<file path="src/design/icfg_pkg.sv">
`default_nettype none

package icfg_pkg;

    localparam int QUEUE_DEPTH = 2;
    localparam int QUEUE_PTR_W = $clog2(QUEUE_DEPTH);
    localparam int QUEUE_CNT_W = $clog2(QUEUE_DEPTH + 1);

    localparam logic [1:0] KIND_TX   = 2'd0;
    localparam logic [1:0] KIND_RX   = 2'd1;
    localparam logic [1:0] KIND_INFO = 2'd2;

    localparam logic STATUS_OK    = 1'b0;
    localparam logic STATUS_UNSUP = 1'b1;

    localparam logic [4:0] OP_ENABLE      = 5'd0;
    localparam logic [4:0] OP_ERASE       = 5'd1;
    localparam logic [4:0] OP_RD_PROG     = 5'd2;
    localparam logic [4:0] OP_WR_PROG     = 5'd3;
    localparam logic [4:0] OP_RD_DATA     = 5'd4;
    localparam logic [4:0] OP_WR_DATA     = 5'd5;
    localparam logic [4:0] OP_SIGNATURE   = 5'd6;
    localparam logic [4:0] OP_WR_LOCK     = 5'd7;
    localparam logic [4:0] OP_RD_LOCK     = 5'd8;
    localparam logic [4:0] OP_WR_FUSE     = 5'd9;
    localparam logic [4:0] OP_RD_FUSE     = 5'd10;
    localparam logic [4:0] OP_WR_PROG_PG  = 5'd11;
    localparam logic [4:0] OP_RD_PROG_PG  = 5'd12;
    localparam logic [4:0] OP_WR_DATA_PG  = 5'd13;
    localparam logic [4:0] OP_RD_DATA_PG  = 5'd14;
    localparam logic [4:0] OP_PAGE_TX     = 5'd15;
    localparam logic [4:0] OP_PAGE_RX     = 5'd16;
    localparam logic [4:0] OP_DECODE_LOCK = 5'd17;
    localparam logic [4:0] OP_DECODE_FUSE = 5'd18;

    localparam logic [1:0] MODEL_LEGACY = 2'd0;
    localparam logic [1:0] MODEL_8253   = 2'd1;
    localparam logic [1:0] MODEL_S5X    = 2'd2;

    localparam logic [1:0] REG_LEGACY_MODE = 2'd0;
    localparam logic [1:0] REG_DEVICE_MODEL = 2'd1;
    localparam logic [1:0] REG_PAGE_LOG2   = 2'd2;

    localparam logic [3:0] RST_PAGE_LOG2 = 4'd6;
    localparam logic [3:0] MAX_PAGE_LOG2 = 4'd8;

    localparam logic [7:0] CMD_PREFIX     = 8'hAC;
    localparam logic [7:0] CMD_ENABLE     = 8'h53;
    localparam logic [7:0] CMD_ERASE_NEW  = 8'h80;
    localparam logic [7:0] CMD_ERASE_OLD  = 8'h04;
    localparam logic [7:0] CMD_RD_PROG    = 8'h20;
    localparam logic [7:0] CMD_WR_PROG    = 8'h40;
    localparam logic [7:0] CMD_RD_DATA    = 8'hA0;
    localparam logic [7:0] CMD_WR_DATA    = 8'hC0;
    localparam logic [7:0] CMD_SIGNATURE  = 8'h28;
    localparam logic [7:0] CMD_RD_LOCK    = 8'h24;
    localparam logic [7:0] CMD_RD_FUSE    = 8'h21;
    localparam logic [7:0] CMD_WR_FUSE    = 8'h10;
    localparam logic [7:0] CMD_LOCK_NEW   = 8'hE0;
    localparam logic [7:0] CMD_LOCK_OLD   = 8'h07;
    localparam logic [7:0] CMD_WR_PROG_PG = 8'h50;
    localparam logic [7:0] CMD_RD_PROG_PG = 8'h30;
    localparam logic [7:0] CMD_WR_DATA_PG = 8'hD0;
    localparam logic [7:0] CMD_RD_DATA_PG = 8'hB0;
    localparam logic [7:0] OLD_RD_PROG    = 8'h01;
    localparam logic [7:0] OLD_WR_PROG    = 8'h02;
    localparam logic [7:0] OLD_RD_DATA    = 8'h05;
    localparam logic [7:0] OLD_WR_DATA    = 8'h06;
    localparam logic [7:0] MASK_HI_BITS   = 8'hF8;
    localparam logic [7:0] MASK_A13       = 8'h04;
    localparam logic [7:0] MASK_LOCK3     = 8'h07;
    localparam logic [7:0] MASK_FUSE4     = 8'h0F;
    localparam logic [7:0] MASK_LOCK_S5X  = 8'h1C;

    typedef struct packed {
        logic       legacy_mode;
        logic [1:0] device_model;
        logic [3:0] page_log2;
    } t_cfg;

    typedef struct packed {
        logic [1:0] kind;
        logic [7:0] value;
        logic       status;
    } t_item;

    typedef struct packed {
        t_item [3:0] items;
        logic [1:0]  last_idx;
    } t_frame;

    function automatic t_item mk_item(logic [1:0] kind, logic [7:0] value, logic status);
        t_item it;
        it.kind   = kind;
        it.value  = value;
        it.status = status;
        return it;
    endfunction

endpackage

`default_nettype wire

</file>
<file path="src/design/icfg_front.sv">
`default_nettype none

module icfg_front #(
    parameter int ADDR_BITS = 16
) (
    input  wire icfg_pkg::t_cfg   i_cfg,
    input  wire logic [4:0]       i_opcode,
    input  wire logic [15:0]      i_address,
    input  wire logic [7:0]       i_operand_byte,
    output icfg_pkg::t_frame      o_frame
);
    import icfg_pkg::*;

    localparam logic [15:0] ADDR_MASK = 16'((32'd1 << ADDR_BITS) - 32'd1);

    logic [15:0] addr;
    logic [15:0] paddr;
    logic [3:0]  lg;
    logic [7:0]  d_inv;
    logic [7:0]  hi_bits;
    logic [7:0]  a13;
    logic [7:0]  code;
    logic        old;
    logic        wr;
    t_item       tx0;
    t_item       rx_slot;
    t_item       unsup;

    assign addr    = i_address & ADDR_MASK;
    assign lg      = (i_cfg.page_log2 > MAX_PAGE_LOG2) ? MAX_PAGE_LOG2 : i_cfg.page_log2;
    assign paddr   = addr & (16'hFFFF << lg);
    assign d_inv   = ~i_operand_byte;
    assign hi_bits = {addr[12:8], 3'b000} & MASK_HI_BITS;
    assign a13     = addr[13] ? MASK_A13 : 8'h00;
    assign old     = i_cfg.legacy_mode;
    assign wr      = i_opcode[0];
    assign tx0     = mk_item(KIND_TX, 8'h00, STATUS_OK);
    assign rx_slot = mk_item(KIND_RX, 8'h00, STATUS_OK);
    assign unsup   = mk_item(KIND_INFO, 8'h00, STATUS_UNSUP);

    always_comb begin
        code = 8'h00;
        o_frame.items    = {4{tx0}};
        o_frame.last_idx = 2'd0;
        o_frame.items[0] = unsup;
        case (i_opcode)
            OP_ENABLE: begin
                o_frame.items[0] = mk_item(KIND_TX, CMD_PREFIX, STATUS_OK);
                o_frame.items[1] = mk_item(KIND_TX, CMD_ENABLE, STATUS_OK);
                o_frame.last_idx = old ? 2'd2 : 2'd3;
            end
            OP_ERASE: begin
                o_frame.items[0] = mk_item(KIND_TX, CMD_PREFIX, STATUS_OK);
                o_frame.items[1] = mk_item(KIND_TX, old ? CMD_ERASE_OLD : CMD_ERASE_NEW,
                                           STATUS_OK);
                o_frame.last_idx = old ? 2'd2 : 2'd3;
            end
            OP_RD_PROG, OP_WR_PROG, OP_RD_DATA, OP_WR_DATA: begin
                if (old) begin
                    case (i_opcode)
                        OP_RD_PROG: code = OLD_RD_PROG | a13;
                        OP_WR_PROG: code = OLD_WR_PROG | a13;
                        OP_RD_DATA: code = OLD_RD_DATA;
                        default:    code = OLD_WR_DATA;
                    endcase
                    o_frame.items[0] = mk_item(KIND_TX, code | hi_bits, STATUS_OK);
                    o_frame.items[1] = mk_item(KIND_TX, addr[7:0], STATUS_OK);
                    o_frame.items[2] = wr ? mk_item(KIND_TX, i_operand_byte, STATUS_OK)
                                          : rx_slot;
                    o_frame.last_idx = 2'd2;
                end else begin
                    case (i_opcode)
                        OP_RD_PROG: code = CMD_RD_PROG;
                        OP_WR_PROG: code = CMD_WR_PROG;
                        OP_RD_DATA: code = CMD_RD_DATA;
                        default:    code = CMD_WR_DATA;
                    endcase
                    o_frame.items[0] = mk_item(KIND_TX, code, STATUS_OK);
                    o_frame.items[1] = mk_item(KIND_TX, addr[15:8], STATUS_OK);
                    o_frame.items[2] = mk_item(KIND_TX, addr[7:0], STATUS_OK);
                    o_frame.items[3] = wr ? mk_item(KIND_TX, i_operand_byte, STATUS_OK)
                                          : rx_slot;
                    o_frame.last_idx = 2'd3;
                end
            end
            OP_SIGNATURE: begin
                o_frame.items[0] = mk_item(KIND_TX, CMD_SIGNATURE, STATUS_OK);
                o_frame.items[1] = mk_item(KIND_TX, addr[15:8], STATUS_OK);
                o_frame.items[2] = mk_item(KIND_TX, addr[7:0], STATUS_OK);
                o_frame.items[3] = rx_slot;
                o_frame.last_idx = 2'd3;
            end
            OP_WR_LOCK: begin
                if (i_cfg.device_model != MODEL_S5X) begin
                    o_frame.items[0] = mk_item(KIND_TX, CMD_PREFIX, STATUS_OK);
                    o_frame.items[1] = (i_cfg.device_model == MODEL_8253)
                        ? mk_item(KIND_TX, CMD_LOCK_NEW | (d_inv & MASK_LOCK3), STATUS_OK)
                        : mk_item(KIND_TX, CMD_LOCK_OLD | d_inv, STATUS_OK);
                    o_frame.last_idx = old ? 2'd2 : 2'd3;
                end
            end
            OP_RD_LOCK: begin
                if (i_cfg.device_model == MODEL_8253 || i_cfg.device_model == MODEL_S5X) begin
                    o_frame.items[0] = mk_item(KIND_TX, CMD_RD_LOCK, STATUS_OK);
                    o_frame.items[1] = tx0;
                    o_frame.items[3] = rx_slot;
                    o_frame.last_idx = 2'd3;
                end
            end
            OP_WR_FUSE: begin
                if (i_cfg.device_model == MODEL_8253) begin
                    o_frame.items[0] = mk_item(KIND_TX, CMD_PREFIX, STATUS_OK);
                    o_frame.items[1] = mk_item(KIND_TX, CMD_WR_FUSE | (d_inv & MASK_FUSE4),
                                               STATUS_OK);
                    o_frame.last_idx = 2'd3;
                end
            end
            OP_RD_FUSE: begin
                if (i_cfg.device_model == MODEL_8253) begin
                    o_frame.items[0] = mk_item(KIND_TX, CMD_RD_FUSE, STATUS_OK);
                    o_frame.items[3] = rx_slot;
                    o_frame.last_idx = 2'd3;
                end
            end
            OP_WR_PROG_PG, OP_RD_PROG_PG, OP_WR_DATA_PG, OP_RD_DATA_PG: begin
                case (i_opcode)
                    OP_WR_PROG_PG: code = CMD_WR_PROG_PG;
                    OP_RD_PROG_PG: code = CMD_RD_PROG_PG;
                    OP_WR_DATA_PG: code = CMD_WR_DATA_PG;
                    default:       code = CMD_RD_DATA_PG;
                endcase
                o_frame.items[0] = mk_item(KIND_TX, code, STATUS_OK);
                o_frame.items[1] = mk_item(KIND_TX, paddr[15:8], STATUS_OK);
                o_frame.items[2] = mk_item(KIND_TX, paddr[7:0], STATUS_OK);
                o_frame.last_idx = 2'd2;
            end
            OP_PAGE_TX: begin
                o_frame.items[0] = mk_item(KIND_TX, i_operand_byte, STATUS_OK);
            end
            OP_PAGE_RX: begin
                o_frame.items[0] = rx_slot;
            end
            OP_DECODE_LOCK: begin
                if (i_cfg.device_model == MODEL_8253) begin
                    o_frame.items[0] = mk_item(KIND_INFO, d_inv & MASK_LOCK3, STATUS_OK);
                end else if (i_cfg.device_model == MODEL_S5X) begin
                    o_frame.items[0] = mk_item(KIND_INFO, i_operand_byte & MASK_LOCK_S5X,
                                               STATUS_OK);
                end
            end
            OP_DECODE_FUSE: begin
                if (i_cfg.device_model == MODEL_8253) begin
                    o_frame.items[0] = mk_item(KIND_INFO, d_inv & MASK_FUSE4, STATUS_OK);
                end
            end
            default: begin
                o_frame.items[0] = unsup;
            end
        endcase
    end

endmodule

`default_nettype wire

</file>
<file path="src/design/icfg_queue.sv">
`default_nettype none

module icfg_queue (
    input  wire logic             i_clk,
    input  wire logic             i_rst_n,
    input  wire logic             i_push,
    input  wire icfg_pkg::t_frame i_frame,
    output logic                  o_full,
    input  wire logic             i_pop,
    output logic                  o_head_valid,
    output icfg_pkg::t_frame      o_head
);
    import icfg_pkg::*;

    t_frame                 r_mem [QUEUE_DEPTH];
    logic [QUEUE_PTR_W-1:0] r_wr_ptr;
    logic [QUEUE_PTR_W-1:0] r_rd_ptr;
    logic [QUEUE_CNT_W-1:0] r_count;
    logic [QUEUE_PTR_W-1:0] n_wr_ptr;
    logic [QUEUE_PTR_W-1:0] n_rd_ptr;
    logic [QUEUE_CNT_W-1:0] n_count;
    logic                   do_push;
    logic                   do_pop;

    assign o_full       = (r_count == QUEUE_CNT_W'(QUEUE_DEPTH));
    assign o_head_valid = (r_count != '0);
    assign o_head       = r_mem[r_rd_ptr];
    assign do_push      = i_push && !o_full;
    assign do_pop       = i_pop && o_head_valid;

    always_comb begin
        n_wr_ptr = r_wr_ptr;
        n_rd_ptr = r_rd_ptr;
        n_count  = r_count;
        if (do_push) begin
            n_wr_ptr = (r_wr_ptr == QUEUE_PTR_W'(QUEUE_DEPTH - 1)) ? '0 : r_wr_ptr + 1'b1;
        end
        if (do_pop) begin
            n_rd_ptr = (r_rd_ptr == QUEUE_PTR_W'(QUEUE_DEPTH - 1)) ? '0 : r_rd_ptr + 1'b1;
        end
        case ({do_push, do_pop})
            2'b10:   n_count = r_count + 1'b1;
            2'b01:   n_count = r_count - 1'b1;
            default: n_count = r_count;
        endcase
    end

    always_ff @(posedge i_clk) begin
        if (do_push) begin
            r_mem[r_wr_ptr] <= i_frame;
        end
    end

    always_ff @(posedge i_clk) begin
        if (!i_rst_n) begin
            r_wr_ptr <= '0;
            r_rd_ptr <= '0;
            r_count  <= '0;
        end else begin
            r_wr_ptr <= n_wr_ptr;
            r_rd_ptr <= n_rd_ptr;
            r_count  <= n_count;
        end
    end

endmodule

`default_nettype wire

</file>
<file path="src/design/icfg_back.sv">
`default_nettype none

module icfg_back (
    input  wire logic             i_clk,
    input  wire logic             i_rst_n,
    input  wire logic             i_head_valid,
    input  wire icfg_pkg::t_frame i_head,
    output logic                  o_pop,
    output logic                  o_out_valid,
    input  wire logic             i_out_ready,
    output logic [1:0]            o_kind,
    output logic [7:0]            o_byte_value,
    output logic                  o_status,
    output logic                  o_last
);
    import icfg_pkg::*;

    logic [1:0] r_idx;
    logic [1:0] n_idx;
    logic       r_out_valid;
    logic       n_out_valid;
    t_item      r_item;
    logic       r_last;
    logic       load;
    logic       at_last;

    assign load    = i_head_valid && (!r_out_valid || i_out_ready);
    assign at_last = (r_idx == i_head.last_idx);
    assign o_pop   = load && at_last;

    always_comb begin
        n_idx       = r_idx;
        n_out_valid = r_out_valid;
        if (load) begin
            n_out_valid = 1'b1;
            n_idx       = at_last ? 2'd0 : r_idx + 2'd1;
        end else if (i_out_ready) begin
            n_out_valid = 1'b0;
        end
    end

    always_ff @(posedge i_clk) begin
        if (!i_rst_n) begin
            r_idx       <= 2'd0;
            r_out_valid <= 1'b0;
        end else begin
            r_idx       <= n_idx;
            r_out_valid <= n_out_valid;
        end
    end

    always_ff @(posedge i_clk) begin
        if (load) begin
            r_item <= i_head.items[r_idx];
            r_last <= at_last;
        end
    end

    assign o_out_valid  = r_out_valid;
    assign o_kind       = r_item.kind;
    assign o_byte_value = r_item.value;
    assign o_status     = r_item.status;
    assign o_last       = r_last;

endmodule

`default_nettype wire

</file>
<file path="src/design/isp_command_frame_generator_top.sv">
// An accepted transaction is written into the frame queue and each entry
// then into the output register. One result per cycle while i_out_ready is
// high; an operation yields 1 to 4 entries, emitted one entry per cycle.
// A two-entry frame queue lets input keep flowing while results drain.
// Reset (synchronous, active low) empties the queue and output, and loads
// legacy_mode=1, device_model=0, page_size_log2=6.
`default_nettype none

module isp_command_frame_generator_top #(
    parameter int ADDR_BITS = 16
) (
    input  wire logic        i_clk,
    input  wire logic        i_rst_n,
    input  wire logic        psel,
    input  wire logic        penable,
    input  wire logic        pwrite,
    input  wire logic [3:0]  paddr,
    input  wire logic [31:0] pwdata,
    output logic [31:0]      prdata,
    output logic             pready,
    input  wire logic        i_in_valid,
    output logic             o_in_ready,
    input  wire logic [4:0]  i_opcode,
    input  wire logic [15:0] i_address,
    input  wire logic [7:0]  i_operand_byte,
    output logic             o_out_valid,
    input  wire logic        i_out_ready,
    output logic [1:0]       o_kind,
    output logic [7:0]       o_byte_value,
    output logic             o_status,
    output logic             o_last
);
    import icfg_pkg::*;

    t_cfg       r_cfg;
    logic       cfg_wr;
    logic [1:0] reg_idx;
    t_frame     frame;
    t_frame     head;
    logic       full;
    logic       head_valid;
    logic       pop;

    assign pready  = 1'b1;
    assign cfg_wr  = psel && penable && pwrite && pready;
    assign reg_idx = paddr[3:2];

    always_ff @(posedge i_clk) begin
        if (!i_rst_n) begin
            r_cfg.legacy_mode  <= 1'b1;
            r_cfg.device_model <= MODEL_LEGACY;
            r_cfg.page_log2    <= RST_PAGE_LOG2;
        end else if (cfg_wr) begin
            case (reg_idx)
                REG_LEGACY_MODE:  r_cfg.legacy_mode  <= pwdata[0];
                REG_DEVICE_MODEL: r_cfg.device_model <= pwdata[1:0];
                REG_PAGE_LOG2:    r_cfg.page_log2    <= pwdata[3:0];
                default: ;
            endcase
        end
    end

    always_comb begin
        case (reg_idx)
            REG_LEGACY_MODE:  prdata = {31'd0, r_cfg.legacy_mode};
            REG_DEVICE_MODEL: prdata = {30'd0, r_cfg.device_model};
            REG_PAGE_LOG2:    prdata = {28'd0, r_cfg.page_log2};
            default:          prdata = 32'd0;
        endcase
    end

    icfg_front #(
        .ADDR_BITS(ADDR_BITS)
    ) u_front (
        .i_cfg          (r_cfg),
        .i_opcode       (i_opcode),
        .i_address      (i_address),
        .i_operand_byte (i_operand_byte),
        .o_frame        (frame)
    );

    assign o_in_ready = !full;

    icfg_queue u_queue (
        .i_clk        (i_clk),
        .i_rst_n      (i_rst_n),
        .i_push       (i_in_valid),
        .i_frame      (frame),
        .o_full       (full),
        .i_pop        (pop),
        .o_head_valid (head_valid),
        .o_head       (head)
    );

    icfg_back u_back (
        .i_clk        (i_clk),
        .i_rst_n      (i_rst_n),
        .i_head_valid (head_valid),
        .i_head       (head),
        .o_pop        (pop),
        .o_out_valid  (o_out_valid),
        .i_out_ready  (i_out_ready),
        .o_kind       (o_kind),
        .o_byte_value (o_byte_value),
        .o_status     (o_status),
        .o_last       (o_last)
    );

endmodule

`default_nettype wire
</file>
<file path="config.mk">
export PLATFORM = sky130hd
export DESIGN_NAME = isp_command_frame_generator_top
export DESIGN_NICKNAME = d
export VERILOG_FILES = /design/src/design/icfg_pkg.sv /design/src/design/icfg_front.sv /design/src/design/icfg_queue.sv /design/src/design/icfg_back.sv /design/src/design/isp_command_frame_generator_top.sv
export SDC_FILE = /design/constraint.sdc
export NUM_CORES = 1
export LEC_CHECK = 0
export ABC_AREA = 1
export BUFFER_PORTS_ARGS = -buffer_cell sky130_fd_sc_hd__buf_4
export CAP_MARGIN = 20
export CORE_ASPECT_RATIO = 0.9
export CORE_UTILIZATION = 30
export CTS_CLUSTER_SIZE = 8
export DETAILED_ROUTE_END_ITERATION = 7
export PLACE_DENSITY = 0.55
export SETUP_SLACK_MARGIN = 0.02
export SYNTH_ARGS = -nofsm -noshare
export SYNTH_HDL_FRONTEND = slang
export SYNTH_SLANG_ARGS = --single-unit
export TNS_END_PERCENT = 20
</file>
<file path="constraint.sdc">
create_clock -name i_clk -period 2.6 [get_ports i_clk]
set_clock_uncertainty 0.1 [all_clocks]
set_input_delay 0.52 -clock i_clk [delete_from_list [all_inputs] [get_ports i_clk]]
set_output_delay 0.52 -clock i_clk [all_outputs]
set_load 0.05 [all_outputs]
</file>
==> results by group <==
Job
  – Max-cap viol count: 0

Finish
  – Fill count: between 1500 and 2000
  – Syn-to-layout area delta: 16.1%
  – Commonest non-fill, non-tap cell in the layout: nand2_1
  – Storage element area: 3000 µm²
  – Final non-filler cell total: 978
  – NumNets Final: 803
  – Ant. Diodes: 0
  – Share of layout cells above drive strength 1: 13.6%
  – Most frequent cells in the layout: nand2_1, nor2_1, edfxtp_1, buf_4, inv_1
  – Multi-input logic area: 2210 µm²
  – Final core occ: 35.6%

Yosys
  – Mapped cell area: 5670 µm²
  – Seq/Total Area, Yosys: around 53%
  – Avg Inst Size Synth: 8.46 µm²
  – YS warnings: 0
  – Unique masters post-synth: 33
  – Synth Register Bits: approximately 110
  – Post-Syn Instances: 670

Timing
  – Max_slew headroom: 57.3%
  – Actual slew at the worst max-slew pin: roughly 0.64 ns
  – Post-route setup slack: roughly 0.53 ns
  – Fmax: 484 MHz
  – # setup viols final: 0
  – Final TNS setup: 0 ns
  – Final min period: 2.07 ns
  – Tcrit/Tclk final: 79.5%
  – Pins Over Slew Limit: 0
  – RSZ-0062 raised after global routing: no
  – Final Hold Viols: 0

Floorplan
  – Die height: 132 µm
  – FP Rows: 47
  – Die W: between 100 and 150 µm
  – Initial core utilization: 30.7%
  – Die Area: between 15000 and 20000 µm²
  – Core area: 18500 µm²
  – Io pins: 119

Clocking
  – Total CTS buffers: 9
  – CTS clk-pin slew, worst paths: around 0.080 ns
  – Post-CTS sizing: 0
  – Setup Buffers After CTS: 0
  – Hold Buf Count CTS: 0
  – CTS sink count: 105
  – Clock root cell: clkbuf_16
  – Worst-Skew Late Latency: 0.34 ns
  – H-Tree Depth: 3
  – CTS tree: built
  – Clock tree buffer depth: 2

Global routing
  – Overflow after GRT: 0
  – Grt peak-use layer: met1
  – Grt met3 use: 3.01%
  – Vias in the first global route: 4331
  – Global-route wire length before repair: 23500 µm
  – Largest net degree at the start of global routing: 41
  – Met2 Use GR: 22.9%
  – Total Routing Usage GR: 15.7%
  – Antenna violations before repair: 0
  – Met1 GRT Util: a little under a quarter

Setup path
  – Critical Path End Type: flop
  – Worst setup SP type: flop
  – Worst Path Max Fanout: 12
  – Setup CP Type: flop to flop
  – Crit path required time: 2.74 ns
  – Critical path data arrival time: 2.21 ns

Power and ir drop
  – Tot Pwr: 5.68 mW
  – Maximum VDD drop: 0.000317 V
  – P_leak: 2.80 nW
  – Power per cell area: 864 nW/µm²

Detailed routing
  – Via count: 4688
  – DR pass1 iterations: 5
  – DRT iter0 DRCs: 366
  – Routed vias/inst: ~4.8
  – DRT antenna net count: 0
  – Total wire length: roughly 15000 µm
  – DRC: 0
  – Avg WL per Cell: 15.1 µm

Placed design
  – Final HPWL DP: 10800 µm
  – GP Congestion: between 0.9 and 1
  – Post-Place Cells: 962
  – IO Port Bufs: about 60
  – Place WS: 0.420 ns

Worst hold path
  – Hold crit path type: input pin to flop

Run status
  – Status: finished clean
-- critical path: stages (launching register included) --
cell and delay, ns:
dfxtp_1 0.30, buf_4 0.17, inv_1 0.27, nand2_1 0.13
nand2_1 0.08, nand2_1 0.04, nand2_1 0.10, nand3_1 0.13
inv_1 0.10, ha_1 0.16, xor2_1 0.17, and3_1 0.17
nor3_1 0.04
-- where the power goes --
part	internal (mW)	switching, mW	total (mW)
registers	2.26	0.127	2.39
clock network	0.655	0.589	1.24
logic	0.593	1.46	2.05
total	3.51	2.17	5.68
-- final cells by class --
type,count,share of cell area [%]
multi-input combinational,480,33.6
clock inverter,6,0.628
inverter,58,3.31
sequential,105,45.7
clock buffer,10,3.48
timing repair buffer,74,8.64
tap,245,4.66
-- per-stage QoR --
| stage | hold WS, ns | cell area, µm² |
|---|---|---|
| CTS | 0.291 | 6580 |
| global placement | 0.378 | 6310 |
| floorplan | 0.363 | 5770 |
| global route | 0.309 | 6580 |
| detailed placement | 0.393 | 6310 |
| finish | 0.298 | 6580 |
-- cells in the mapped netlist --
library cell	count	area share (%)
buf_2	6	0.53
inv_1	53	3.5
and3_1	1	0.11
o211ai_1	17	2.3
nand3_4	1	0.31
o22ai_1	18	2.0
a41o_1	1	0.18
ha_1	3	0.66
nor2_4	1	0.20
clkbuf_1	10	0.66
clkbuf_2	1	0.088
nand4_1	10	1.1
xor2_1	1	0.15
nand2_1	149	9.9
conb_1	2	0.13
nand2_2	3	0.33
inv_2	3	0.20
buf_6	3	0.60
edfxtp_1	90	48
nand3b_1	4	0.53
a21oi_1	21	1.9
buf_1	3	0.20
nor2_1	109	7.2
clkinv_1	2	0.13
nor2_2	1	0.11
nor3_1	13	1.1
nand3_2	1	0.18
o21ai_0	51	4.5
o221ai_1	1	0.15
or2_2	1	0.11
dfxtp_1	15	5.3
buf_4	31	4.1
nand3_1	44	3.9
-- cell families after synthesis --
| logic type | Yosys count | share of synthesized area (%) |
|---|---|---|
| AO/OA/AOI/OAI | 109 | 10.9 |
| XOR/XNOR | 1 | 0.155 |
| adder cells (fa/ha/maj) | 3 | 0.662 |
| buffers and inverters | 112 | 10.0 |
| flip-flops | 105 | 53.0 |
| other | 2 | 0.133 |
| AND/OR/NAND/NOR | 338 | 25.1 |
-- registers in the layout, indices dropped and copies added (netlist names), named ones only --
| signal | flops |
|---|---|
| u_queue.r_mem | 78 |
| u_back.o_byte_value | 8 |
| r_cfg | 7 |
| u_back.o_kind | 2 |
| u_back.r_idx | 2 |
| u_queue.r_count | 2 |
| u_back.o_last | 1 |
| u_back.o_out_valid | 1 |
| u_back.o_status | 1 |
| u_queue.r_rd_ptr | 1 |
| u_queue.r_wr_ptr | 1 |
-- metal layers --
layer	part of all wire (%)	routed length [µm]
met1	49	7270
met4	1.6	235
met2	43	6270
met5	0	0
met3	6.5	955
-- path summary, 6_finish.rpt --
check             slack, ns  cells past startpoint            endpoint                from
setup reg to reg       0.53                     12  u_queue.r_count[1]                flop
hold / removal         0.30                      3            r_cfg[2]           pwdata[2]
setup / recovery       0.53                     12  u_queue.r_count[1]                flop
hold reg to reg        0.39                      2  u_back.o_out_valid  u_back.o_out_valid
No activity file was read; power rests on OpenSTA's default activity.
